==> config.mk <==
export PLATFORM = sky130hd
export DESIGN_NAME = disk_image_sector_address_translator
export DESIGN_NICKNAME = d
export VERILOG_FILES = /design/src/design/dsat_pkg.sv /design/src/design/dsat_geometry.sv /design/src/design/dsat_check.sv /design/src/design/dsat_locate.sv /design/src/design/disk_image_sector_address_translator.sv
export SDC_FILE = /design/constraint.sdc
export NUM_CORES = 1
export LEC_CHECK = 0
export BUFFER_PORTS_ARGS = -buffer_cell sky130_fd_sc_hd__buf_2
export CORE_MARGIN = 5
export CORE_UTILIZATION = 60
export DETAILED_ROUTE_END_ITERATION = 7
export HOLD_SLACK_MARGIN = 0.06
export PLACE_DENSITY = 0.88
export RECOVER_POWER = 100
export SLEW_MARGIN = 20
export SYNTH_ARGS = -nofsm -noshare
export SYNTH_HDL_FRONTEND = slang
export SYNTH_HIERARCHICAL = 1
export SYNTH_SLANG_ARGS = --single-unit
export TNS_END_PERCENT = 50
==> constraint.sdc <==
create_clock -name clk -period 12.8 [get_ports clk]
set_clock_uncertainty 0.2 [all_clocks]
set_input_delay 0 -clock clk [delete_from_list [all_inputs] [get_ports clk]]
set_output_delay 0 -clock clk [all_outputs]
set_load 0.05 [all_outputs]
==> src/design/dsat_pkg.sv <==
// Shared types, constants and codes for the disk image sector address translator.
`default_nettype none

package dsat_pkg;

	localparam int CFG_INDEX_W = 3;
	localparam int CFG_DATA_W = 32;

	localparam logic [31:0] SIZE_140K = 32'd143360;
	localparam logic [31:0] SIZE_400K = 32'd409600;
	localparam logic [31:0] SIZE_800K = 32'd819200;
	localparam logic [31:0] SIZE_1440K = 32'd1474560;
	localparam logic [16:0] EST_SMALL_LIMIT = 17'd560;
	localparam logic [16:0] EST_MID_LIMIT = 17'd1600;

	localparam logic [9:0] BLOCK_BYTES = 10'd512;
	localparam logic [9:0] SMALL_SECTOR_BYTES = 10'd256;

	localparam logic [6:0] TRACKS_SMALL = 7'd35;
	localparam logic [6:0] TRACKS_LARGE = 7'd80;
	localparam logic [9:0] SPT_140K = 10'd16;
	localparam logic [9:0] SPT_800K = 10'd10;
	localparam logic [9:0] SPT_1440K = 10'd18;
	localparam logic [22:0] TOTAL_140K = 23'd560;
	localparam logic [22:0] TOTAL_400K = 23'd800;
	localparam logic [22:0] TOTAL_800K = 23'd1600;
	localparam logic [22:0] TOTAL_1440K = 23'd2880;

	// Reciprocals for the sectors-per-track division, scaled by 2^16.
	localparam logic [13:0] RECIP_35 = 14'd1873;
	localparam logic [13:0] RECIP_5 = 14'd13108;

	localparam logic [1:0] GEO_SETTLE = 2'd2;

	typedef enum logic [CFG_INDEX_W-1:0] {
		CFG_IMAGE_DATA_SIZE,
		CFG_BLOCK_COUNT,
		CFG_IMAGE_FORMAT,
		CFG_DATA_START,
		CFG_WRITE_PROTECT
	} cfg_reg_t;

	typedef enum logic [1:0] {
		FMT_DOS_ORDER,
		FMT_BLOCK_ORDER,
		FMT_NIBBLIZED
	} image_format_t;

	typedef enum logic [2:0] {
		ST_OK,
		ST_LOCKED,
		ST_BAD_TRACK,
		ST_BAD_HEAD,
		ST_BAD_SECTOR,
		ST_PAST_END
	} status_t;

	typedef enum logic [2:0] {
		KIND_DOS_140K,
		KIND_BLOCK_140K,
		KIND_400K,
		KIND_800K,
		KIND_1440K,
		KIND_ESTIMATED,
		KIND_RAW
	} disk_kind_t;

	typedef struct packed {
		logic        operation;
		logic [7:0]  track;
		logic [1:0]  head;
		logic [22:0] sector;
		logic [15:0] buffer_length;
	} req_t;

	typedef struct packed {
		status_t     status;
		logic [22:0] linear_sector;
		logic [31:0] byte_offset;
		logic [9:0]  transfer_length;
		logic [6:0]  track_count;
		logic [1:0]  head_count;
		logic [9:0]  sectors_each_track;
		logic [9:0]  bytes_per_sector;
		disk_kind_t  disk_kind;
	} rsp_t;

	typedef struct packed {
		logic [6:0]  tracks;
		logic [1:0]  heads;
		logic [9:0]  spt;
		logic [9:0]  ssize;
		logic [22:0] total;
		disk_kind_t  kind;
		logic [31:0] data_start;
		logic        write_protect;
	} setup_t;

	typedef struct packed {
		logic        valid;
		status_t     status;
		logic [9:0]  track_head;
		logic [22:0] sector;
		logic [15:0] buffer_length;
	} stage1_t;

	typedef struct packed {
		logic        valid;
		status_t     status;
		logic [23:0] lba;
		logic [15:0] buffer_length;
	} stage2_t;

	typedef struct packed {
		status_t     status;
		logic [22:0] lba;
		logic [31:0] offset;
		logic [9:0]  xfer;
	} stage3_t;

endpackage

`default_nettype wire

==> src/design/dsat_geometry.sv <==
// Configuration registers and the two-stage geometry decode that follows them.
`default_nettype none

module dsat_geometry import dsat_pkg::*; (
	input  logic                   clk,
	input  logic                   arst_n,
	input  logic                   cfg_wen,
	input  logic [CFG_INDEX_W-1:0] cfg_index,
	input  logic [CFG_DATA_W-1:0]  cfg_data,
	output setup_t                 setup,
	output logic                   busy
);

	logic [31:0] image_data_size_q;
	logic [15:0] block_count_q;
	logic [1:0]  image_format_q;
	logic [31:0] data_start_q;
	logic        write_protect_q;
	logic [1:0]  settle_q;

	logic [6:0]  tracks_q;
	logic [1:0]  heads_q;
	logic [9:0]  ssize_q;
	logic [22:0] total_q;
	disk_kind_t  kind_q;
	logic [9:0]  spt_fixed_q;
	logic        use_div_q;
	logic [11:0] div_y_q;
	logic [13:0] div_m_q;

	logic [6:0]  tracks_g2_q;
	logic [1:0]  heads_g2_q;
	logic [9:0]  ssize_g2_q;
	logic [22:0] total_g2_q;
	disk_kind_t  kind_g2_q;
	logic [9:0]  spt_g2_q;

	logic [6:0]  n_tracks;
	logic [1:0]  n_heads;
	logic [9:0]  n_ssize;
	logic [22:0] n_total;
	disk_kind_t  n_kind;
	logic [9:0]  n_spt_fixed;
	logic        n_use_div;
	logic [11:0] n_div_y;
	logic [13:0] n_div_m;
	logic [16:0] est_total;
	logic [25:0] div_prod;

	always_ff @(posedge clk or negedge arst_n) begin
		if (!arst_n) begin
			image_data_size_q <= '0;
			block_count_q <= '0;
			image_format_q <= '0;
			data_start_q <= '0;
			write_protect_q <= 1'b0;
			settle_q <= GEO_SETTLE;
		end else begin
			if (cfg_wen) begin
				settle_q <= GEO_SETTLE;
				case (cfg_index)
					CFG_IMAGE_DATA_SIZE: image_data_size_q <= cfg_data;
					CFG_BLOCK_COUNT: block_count_q <= cfg_data[15:0];
					CFG_IMAGE_FORMAT: image_format_q <= cfg_data[1:0];
					CFG_DATA_START: data_start_q <= cfg_data;
					CFG_WRITE_PROTECT: write_protect_q <= cfg_data[0];
					default: ;
				endcase
			end else if (settle_q != 2'd0) begin
				settle_q <= settle_q - 2'd1;
			end
		end
	end

	assign est_total = {block_count_q, 1'b0};

	always_comb begin
		n_tracks = '0;
		n_heads = '0;
		n_ssize = BLOCK_BYTES;
		n_total = image_data_size_q[31:9];
		n_kind = KIND_RAW;
		n_spt_fixed = '0;
		n_use_div = 1'b0;
		n_div_y = '0;
		n_div_m = '0;
		if (image_data_size_q == SIZE_140K) begin
			n_tracks = TRACKS_SMALL;
			n_heads = 2'd1;
			n_ssize = SMALL_SECTOR_BYTES;
			n_total = TOTAL_140K;
			n_kind = (image_format_q == FMT_DOS_ORDER) ? KIND_DOS_140K : KIND_BLOCK_140K;
			n_spt_fixed = SPT_140K;
		end else if (image_data_size_q == SIZE_400K) begin
			n_tracks = TRACKS_LARGE;
			n_heads = 2'd1;
			n_total = TOTAL_400K;
			n_kind = KIND_400K;
			n_spt_fixed = SPT_800K;
		end else if (image_data_size_q == SIZE_800K) begin
			n_tracks = TRACKS_LARGE;
			n_heads = 2'd2;
			n_total = TOTAL_800K;
			n_kind = KIND_800K;
			n_spt_fixed = SPT_800K;
		end else if (image_data_size_q == SIZE_1440K) begin
			n_tracks = TRACKS_LARGE;
			n_heads = 2'd2;
			n_total = TOTAL_1440K;
			n_kind = KIND_1440K;
			n_spt_fixed = SPT_1440K;
		end else if (block_count_q != 16'd0) begin
			n_total = {6'd0, est_total};
			n_kind = KIND_ESTIMATED;
			n_use_div = 1'b1;
			if (est_total <= EST_SMALL_LIMIT) begin
				n_tracks = TRACKS_SMALL;
				n_heads = 2'd1;
				n_div_y = est_total[11:0];
				n_div_m = RECIP_35;
			end else if (est_total <= EST_MID_LIMIT) begin
				n_tracks = TRACKS_LARGE;
				n_heads = 2'd1;
				n_div_y = est_total[15:4];
				n_div_m = RECIP_5;
			end else begin
				n_tracks = TRACKS_LARGE;
				n_heads = 2'd2;
				n_div_y = est_total[16:5];
				n_div_m = RECIP_5;
			end
		end
	end

	always_ff @(posedge clk) begin
		tracks_q <= n_tracks;
		heads_q <= n_heads;
		ssize_q <= n_ssize;
		total_q <= n_total;
		kind_q <= n_kind;
		spt_fixed_q <= n_spt_fixed;
		use_div_q <= n_use_div;
		div_y_q <= n_div_y;
		div_m_q <= n_div_m;
	end

	assign div_prod = {14'd0, div_y_q} * {12'd0, div_m_q};

	always_ff @(posedge clk) begin
		tracks_g2_q <= tracks_q;
		heads_g2_q <= heads_q;
		ssize_g2_q <= ssize_q;
		total_g2_q <= total_q;
		kind_g2_q <= kind_q;
		spt_g2_q <= use_div_q ? div_prod[25:16] : spt_fixed_q;
	end

	assign setup = '{
		tracks: tracks_g2_q,
		heads: heads_g2_q,
		spt: spt_g2_q,
		ssize: ssize_g2_q,
		total: total_g2_q,
		kind: kind_g2_q,
		data_start: data_start_q,
		write_protect: write_protect_q
	};

	assign busy = cfg_wen || (settle_q != 2'd0);

endmodule

`default_nettype wire

==> src/design/dsat_check.sv <==
// First pipeline stage: lock and range checks and the track and head index.
`default_nettype none

module dsat_check import dsat_pkg::*; (
	input  logic    clk,
	input  logic    arst_n,
	input  logic    advance,
	input  logic    take,
	input  req_t    req,
	input  setup_t  setup,
	output stage1_t stage_s1
);

	status_t    n_status;
	logic [9:0] n_track_head;

	always_comb begin
		if (req.operation && setup.write_protect) begin
			n_status = ST_LOCKED;
		end else if ((setup.tracks != 7'd0) && (req.track >= {1'b0, setup.tracks})) begin
			n_status = ST_BAD_TRACK;
		end else if ((setup.heads != 2'd0) && (req.head >= setup.heads)) begin
			n_status = ST_BAD_HEAD;
		end else if ((setup.spt != 10'd0) && (req.sector >= {13'd0, setup.spt})) begin
			n_status = ST_BAD_SECTOR;
		end else begin
			n_status = ST_OK;
		end
	end

	// Heads is at most two, so track times heads is a shift.
	assign n_track_head = (setup.heads[1] ? {1'b0, req.track, 1'b0} : {2'd0, req.track})
		+ {8'd0, req.head};

	always_ff @(posedge clk or negedge arst_n) begin
		if (!arst_n) begin
			stage_s1 <= '0;
		end else if (advance) begin
			stage_s1.valid <= take;
			if (take) begin
				stage_s1.status <= n_status;
				stage_s1.track_head <= n_track_head;
				stage_s1.sector <= req.sector;
				stage_s1.buffer_length <= req.buffer_length;
			end
		end
	end

endmodule

`default_nettype wire

==> src/design/dsat_locate.sv <==
// Second and third pipeline stages: linear sector, end check, offset and length.
`default_nettype none

module dsat_locate import dsat_pkg::*; (
	input  logic    clk,
	input  logic    arst_n,
	input  stage1_t stage_s1,
	input  setup_t  setup,
	output logic    hold_s1,
	output logic    rsp_valid,
	input  logic    rsp_stall,
	output rsp_t    rsp
);

	stage2_t     stage_s2;
	stage3_t     stage_s3;
	logic        valid_s3;
	logic        adv_s2;
	logic        adv_s3;
	logic [19:0] lba_prod;
	logic        past_end;
	logic        ok;
	stage3_t     n_s3;

	assign adv_s3 = !valid_s3 || !rsp_stall;
	assign adv_s2 = !stage_s2.valid || adv_s3;
	assign hold_s1 = !adv_s2;

	assign lba_prod = {10'd0, stage_s1.track_head} * {10'd0, setup.spt};

	always_ff @(posedge clk or negedge arst_n) begin
		if (!arst_n) begin
			stage_s2 <= '0;
		end else if (adv_s2) begin
			stage_s2.valid <= stage_s1.valid;
			if (stage_s1.valid) begin
				stage_s2.status <= stage_s1.status;
				stage_s2.lba <= {4'd0, lba_prod} + {1'b0, stage_s1.sector};
				stage_s2.buffer_length <= stage_s1.buffer_length;
			end
		end
	end

	assign past_end = stage_s2.lba >= {1'b0, setup.total};
	assign ok = (stage_s2.status == ST_OK) && !past_end;

	always_comb begin
		n_s3 = '0;
		n_s3.status = stage_s2.status;
		if (stage_s2.status == ST_OK && past_end) begin
			n_s3.status = ST_PAST_END;
		end
		if (ok) begin
			n_s3.lba = stage_s2.lba[22:0];
			if (setup.ssize == BLOCK_BYTES) begin
				n_s3.offset = setup.data_start + {stage_s2.lba[22:0], 9'd0};
			end else begin
				n_s3.offset = setup.data_start + {1'b0, stage_s2.lba[22:0], 8'd0};
			end
			if (stage_s2.buffer_length < {6'd0, setup.ssize}) begin
				n_s3.xfer = stage_s2.buffer_length[9:0];
			end else begin
				n_s3.xfer = setup.ssize;
			end
		end
	end

	always_ff @(posedge clk or negedge arst_n) begin
		if (!arst_n) begin
			valid_s3 <= 1'b0;
		end else if (adv_s3) begin
			valid_s3 <= stage_s2.valid;
		end
	end

	always_ff @(posedge clk) begin
		if (adv_s3 && stage_s2.valid) begin
			stage_s3 <= n_s3;
		end
	end

	assign rsp_valid = valid_s3;
	assign rsp = '{
		status: stage_s3.status,
		linear_sector: stage_s3.lba,
		byte_offset: stage_s3.offset,
		transfer_length: stage_s3.xfer,
		track_count: setup.tracks,
		head_count: setup.heads,
		sectors_each_track: setup.spt,
		bytes_per_sector: setup.ssize,
		disk_kind: setup.kind
	};

endmodule

`default_nettype wire

==> src/design/disk_image_sector_address_translator.sv <==
// Top level of the disk image sector address translator.
// The block turns track, head and sector requests into linear sectors and byte offsets.
// Requests arrive on req with req_valid and req_stall; results leave on rsp with
// rsp_valid and rsp_stall. A transfer happens at a clock edge where valid is high
// and stall is low. Each request gives exactly one result, in order.
// The result of a request passes a check stage, a multiply stage for the linear sector,
// and an output stage that drives rsp; it can transfer at the first edge where
// rsp_stall is low.
// One request can be taken every cycle when the receiver keeps up and config is idle.
// Registers are written through cfg_wen, cfg_index and cfg_data; the user must write
// them only while no request is in flight, which the block does not enforce. Geometry
// is decoded over two registered stages; req_stall is high during a write and until the
// decode settles after it or reset. Reset zeroes config registers, empties pipeline.
// When the receiver stalls, the result holds and the stages behind it fill up;
// once all three are full, req_stall rises until the result is taken.
`default_nettype none

module disk_image_sector_address_translator import dsat_pkg::*; (
	input  logic                   clk,
	input  logic                   arst_n,
	input  logic                   cfg_wen,
	input  logic [CFG_INDEX_W-1:0] cfg_index,
	input  logic [CFG_DATA_W-1:0]  cfg_data,
	input  logic                   req_valid,
	output logic                   req_stall,
	input  req_t                   req,
	output logic                   rsp_valid,
	input  logic                   rsp_stall,
	output rsp_t                   rsp
);

	setup_t  setup;
	logic    geo_busy;
	stage1_t stage_s1;
	logic    hold_s1;
	logic    adv_s1;
	logic    take;

	dsat_geometry u_geometry (
		.clk(clk),
		.arst_n(arst_n),
		.cfg_wen(cfg_wen),
		.cfg_index(cfg_index),
		.cfg_data(cfg_data),
		.setup(setup),
		.busy(geo_busy)
	);

	assign adv_s1 = !stage_s1.valid || !hold_s1;
	assign req_stall = geo_busy || !adv_s1;
	assign take = req_valid && !req_stall;

	dsat_check u_check (
		.clk(clk),
		.arst_n(arst_n),
		.advance(adv_s1),
		.take(take),
		.req(req),
		.setup(setup),
		.stage_s1(stage_s1)
	);

	dsat_locate u_locate (
		.clk(clk),
		.arst_n(arst_n),
		.stage_s1(stage_s1),
		.setup(setup),
		.hold_s1(hold_s1),
		.rsp_valid(rsp_valid),
		.rsp_stall(rsp_stall),
		.rsp(rsp)
	);

`ifndef SYNTHESIS
	a_cfg_blocks_req: assert property (@(posedge clk) disable iff (!arst_n)
		cfg_wen |=> req_stall)
		else $error("A request was not blocked right after a register write.");

	a_fail_zeroes: assert property (@(posedge clk) disable iff (!arst_n)
		(rsp_valid && rsp.status != ST_OK) |->
		(rsp.linear_sector == '0 && rsp.byte_offset == '0 && rsp.transfer_length == '0))
		else $error("A failed result carries a nonzero address or length.");

	a_ok_in_range: assert property (@(posedge clk) disable iff (!arst_n)
		(rsp_valid && rsp.status == ST_OK) |->
		(rsp.linear_sector < setup.total && rsp.transfer_length <= setup.ssize))
		else $error("A good result lies past the end of the disk or is too long.");
`endif

endmodule

`default_nettype wire
==> impl_metrics.env <==
export IMPL_outcome="finished, violations left"
export IMPL_violations="max-capacitance violations, max-slew violations"
export IMPL_die_width_um=212.9
export IMPL_grt_pass1_wl_mm=106.0
export IMPL_clk_pin_slew_ns=0.06
export IMPL_path_delay_family="buffers and inverters"
export IMPL_maxCapViolCount=8
export IMPL_grt_max_degree=105
export IMPL_vias=19140
export IMPL_clock_path_buffers=3
export IMPL_cts_root_buf="clkbuf_16"
export IMPL_yosysTopAreaCell="dfrtp_1"
export IMPL_place_port_buffers=181
export IMPL_finalSetupViolCount=0
export IMPL_cts_resized=0
export IMPL_drc=0
export IMPL_drt_total_wl_mm=66.99
export IMPL_insertion_delay_ns=0.56
export IMPL_fmax_mhz=150.9
export IMPL_htree_levels=2
export IMPL_std_cell_rows=74
export IMPL_syn2layout_area_growth_pct=14.16
export IMPL_syn_area_per_cell_sq_um=10.06
export IMPL_arrival_ns=5.67
export IMPL_overflow=0
export IMPL_fin_setup_tns_ns=0
export IMPL_die_y_um=212.9
export IMPL_dpl_hpwl_mm=49.11
export IMPL_netlist_area_leader_share_pct=18.44
export IMPL_period_minus_slack_ns=6.626
export IMPL_synth_distinct_cells=95
export IMPL_synth_fa_ha_area_share_pct=25.11
export IMPL_grt_antenna_before_repair=0
export IMPL_drive_gt1_share_pct=11.23
export IMPL_worstMarginPinSlew_ns=5.772
export IMPL_yosys_cell_count_top_type="inv_1"
export IMPL_synthMuxAreaShare_pct=7.730
export IMPL_critPathRequiredTime_ns=11.84
export IMPL_drv_slew=478
export IMPL_r2r_worst_path_cells=17
export IMPL_cts_tree="yes"
export IMPL_wire_per_inst_um=20.40
export IMPL_synth_seq_cells=344
export IMPL_core_area_sq_um=40740
export IMPL_antenna_left=0
export IMPL_cts_made_buffers=36
export IMPL_synth_top_family_by_area="adder cells"
export IMPL_ioPinCount=192
export IMPL_drt_first_pass_iters=6
export IMPL_nNetsFinal=3219
export IMPL_yosys_area_share_simple_pct=12.23
export IMPL_async_flop_share_pct=53.20
export IMPL_synthXorXnorAreaFrac_pct=2.447
export IMPL_worst_setup_path_end_kind="async pin"
export IMPL_gp_congestion=0.9387
export IMPL_cpPeakStageDelay_ns=4.04
export IMPL_synth_compound_area_share_pct=10.02
export IMPL_worstHoldPathCells=3
export IMPL_synthCells=2454
export IMPL_path_buf_inv=4
export IMPL_dr_first_iter_drc_count=1791
export IMPL_yosys_top_cells_area="dfrtp_1 18%, ha_1 13%, fa_1 12%, edfxtp_1 8.3%, dfxtp_1 7.5%"
export IMPL_start_kind="input port"
export IMPL_ys_warn_count=6
export IMPL_cp_max_fo=104
export IMPL_synth_flop_cell="dfrtp_1"
export IMPL_antenna_cells=0
export IMPL_finalHoldViolCount=0
export IMPL_rsz0062_at_grt="no"
export IMPL_crit_chain="dlygate4sd3_1 > dlygate4sd3_1 > clkbuf_1 > clkbuf_1"
export IMPL_worstSetupPathDepth=4
export IMPL_syn_area_sq_um=24700
export IMPL_crit_slowest_cell="clkbuf_1"
export IMPL_ys_seq_area_share_pct=34.35
export IMPL_critPathKind="in -> async"
export IMPL_grt_usage_pct=29.48
export IMPL_hold_path_class="in -> reg"
export IMPL_nFillCells=2949
export IMPL_grt_pass1_vias=20090
export IMPL_synth_commonest_cells="356 x inv_1, 254 x ha_1, 182 x dfrtp_1"
export IMPL_rrSetupSlack_ns=6.62
export IMPL_cts_sink_count=344
export IMPL_slew_headroom_pct=-284.8
export IMPL_dieArea_sq_um=45320
export IMPL_period_share_pct=51.77
export IMPL_drt_vias_per_instance=5.828
export IMPL_start_util_pct=60.63
export IMPL_synth_edf_count=68
==> metrics by stage <==
step | setup WS [ns] | cells | instance area (sq um) | hold WS (ns) | utilization, %
floorplan | 6.398 | 2463 | 24730 | -0.4956 | -
detailed placement | 6.793 | 3069 | 25760 | -0.01997 | 63.24
global route | 4.996 | 3284 | 28200 | 0.06924 | 69.21
finish | 6.174 | 3284 | 28200 | 0.06391 | 69.21
global placement | 6.938 | 3069 | 25760 | -0.03788 | 63.24
CTS | 6.780 | 3284 | 28430 | 0.06024 | 69.78
==> kinds of logic after synthesis <==
kind of cell,Yosys count
AOI/OAI and AO/OA,385
adders and majority gates,405
DFF,344
other,1
xor gates and xnor gates,69
muxes,172
and+or+nand+nor,600
buffers and inverters,478
==> sequential cells by signal (all words and copies together), names as in the netlist, 3 cells and up <==
signal and count:
u_geometry/kind_q 3, u_geometry/total_g2_q 23, u_check/stage_s1 53, u_geometry/data_start_q 32
u_geometry/total_q 23, u_geometry/div_y_q 12, u_geometry/spt_fixed_q 3, u_geometry/div_m_q 3
u_geometry/block_count_q 16, u_locate/rsp 68, u_geometry/spt_g2_q 10, u_locate/stage_s2 44
u_geometry/kind_g2_q 3, u_geometry/image_data_size_q 32
==> layer usage <==
layer	vias to the layer above	GRT usage, %	share of wire, %
met1	9347	36.45	39
met3	215	3.923	6.2
li1	8737	-	-
met5	-	0	0
met4	0	13.02	5.0
met2	841	51.81	50
==> worst paths after layout <==
| path | to | start |
|---|---|---|
| worst max-delay path | u_locate/stage_s2[30] | arst_n |
| worst min-delay path | u_geometry/image_data_size_q[24] | cfg_data[24] |
| worst max register to register | u_locate/stage_s2[39] | u_geometry/spt_g2_q[7] |
| worst min register to register | u_geometry/kind_g2_q[0] | u_geometry/kind_q[0] |
| max in group clk | u_locate/stage_s2[39] | u_geometry/spt_g2_q[7] |
| min in group asynchronous | u_geometry/settle_q[1] | arst_n |
==> layout make-up <==
cell class / count / area, sq um / area share, %
Multi-Input combinational cell: 1641 / 14220 / 50.43
Sequential cell: 344 / 8484 / 30.09
Timing Repair Buffer: 340 / 2315 / 8.209
Inverter: 361 / 1355 / 4.806
Clock buffer: 49 / 989.7 / 3.510
Tap cell: 532 / 665.6 / 2.361
Clock inverter: 17 / 166.4 / 0.5902
==> worst register-to-register path, cell delays in order, from the launching register on <==
cell,delay (ns)
dfxtp_1,0.69
nand2_1,0.16
fa_1,0.48
fa_1,0.52
fa_1,0.51
fa_1,0.55
inv_1,0.06
fa_1,0.49
ha_1,0.37
a21o_1,0.18
a21oi_1,0.26
a21oi_1,0.11
o21a_1,0.19
a311oi_1,0.54
a21oi_1,0.18
o21a_1,0.24
o21ai_0,0.17
o21ai_1,0.08
==> cells in the final DEF, fill, tap and decap left out, types with 21 or more instances in the layout <==
cell type | synthesis | final
dfxtp_1 | 93 | 93
inv_1 | 356 | 358
nand2b_1 | 21 | 21
and2_0 | 0 | 35
a21oi_1 | 122 | 123
o21ai_1 | 34 | 21
fa_1 | 151 | 151
nor2_1 | 119 | 121
nor3_1 | 30 | 30
nand3_1 | 31 | 31
xor2_1 | 33 | 33
dlygate4sd3_1 | 0 | 148
o21ai_0 | 47 | 60
mux2i_1 | 24 | 24
nand2_1 | 181 | 179
a21o_1 | 42 | 42
edfxtp_1 | 68 | 68
and2_1 | 120 | 85
dfrtp_1 | 182 | 182
buf_2 | 12 | 87
mux2_2 | 146 | 142
clkbuf_1 | 51 | 113
ha_1 | 254 | 254
clkbuf_16 | 0 | 36
xnor2_1 | 36 | 36
==> timing repair <==
| item | CTS | global route |
|---|---|---|
| setup buffers | 0 | 0 |
| hold endpoints to repair | 245 | 0 |
| hold buffers | 149 | 0 |
Power is left out: the tool's default activity adds up to more than one toggle a clock period on the data nets, which glitch-free logic cannot reach.
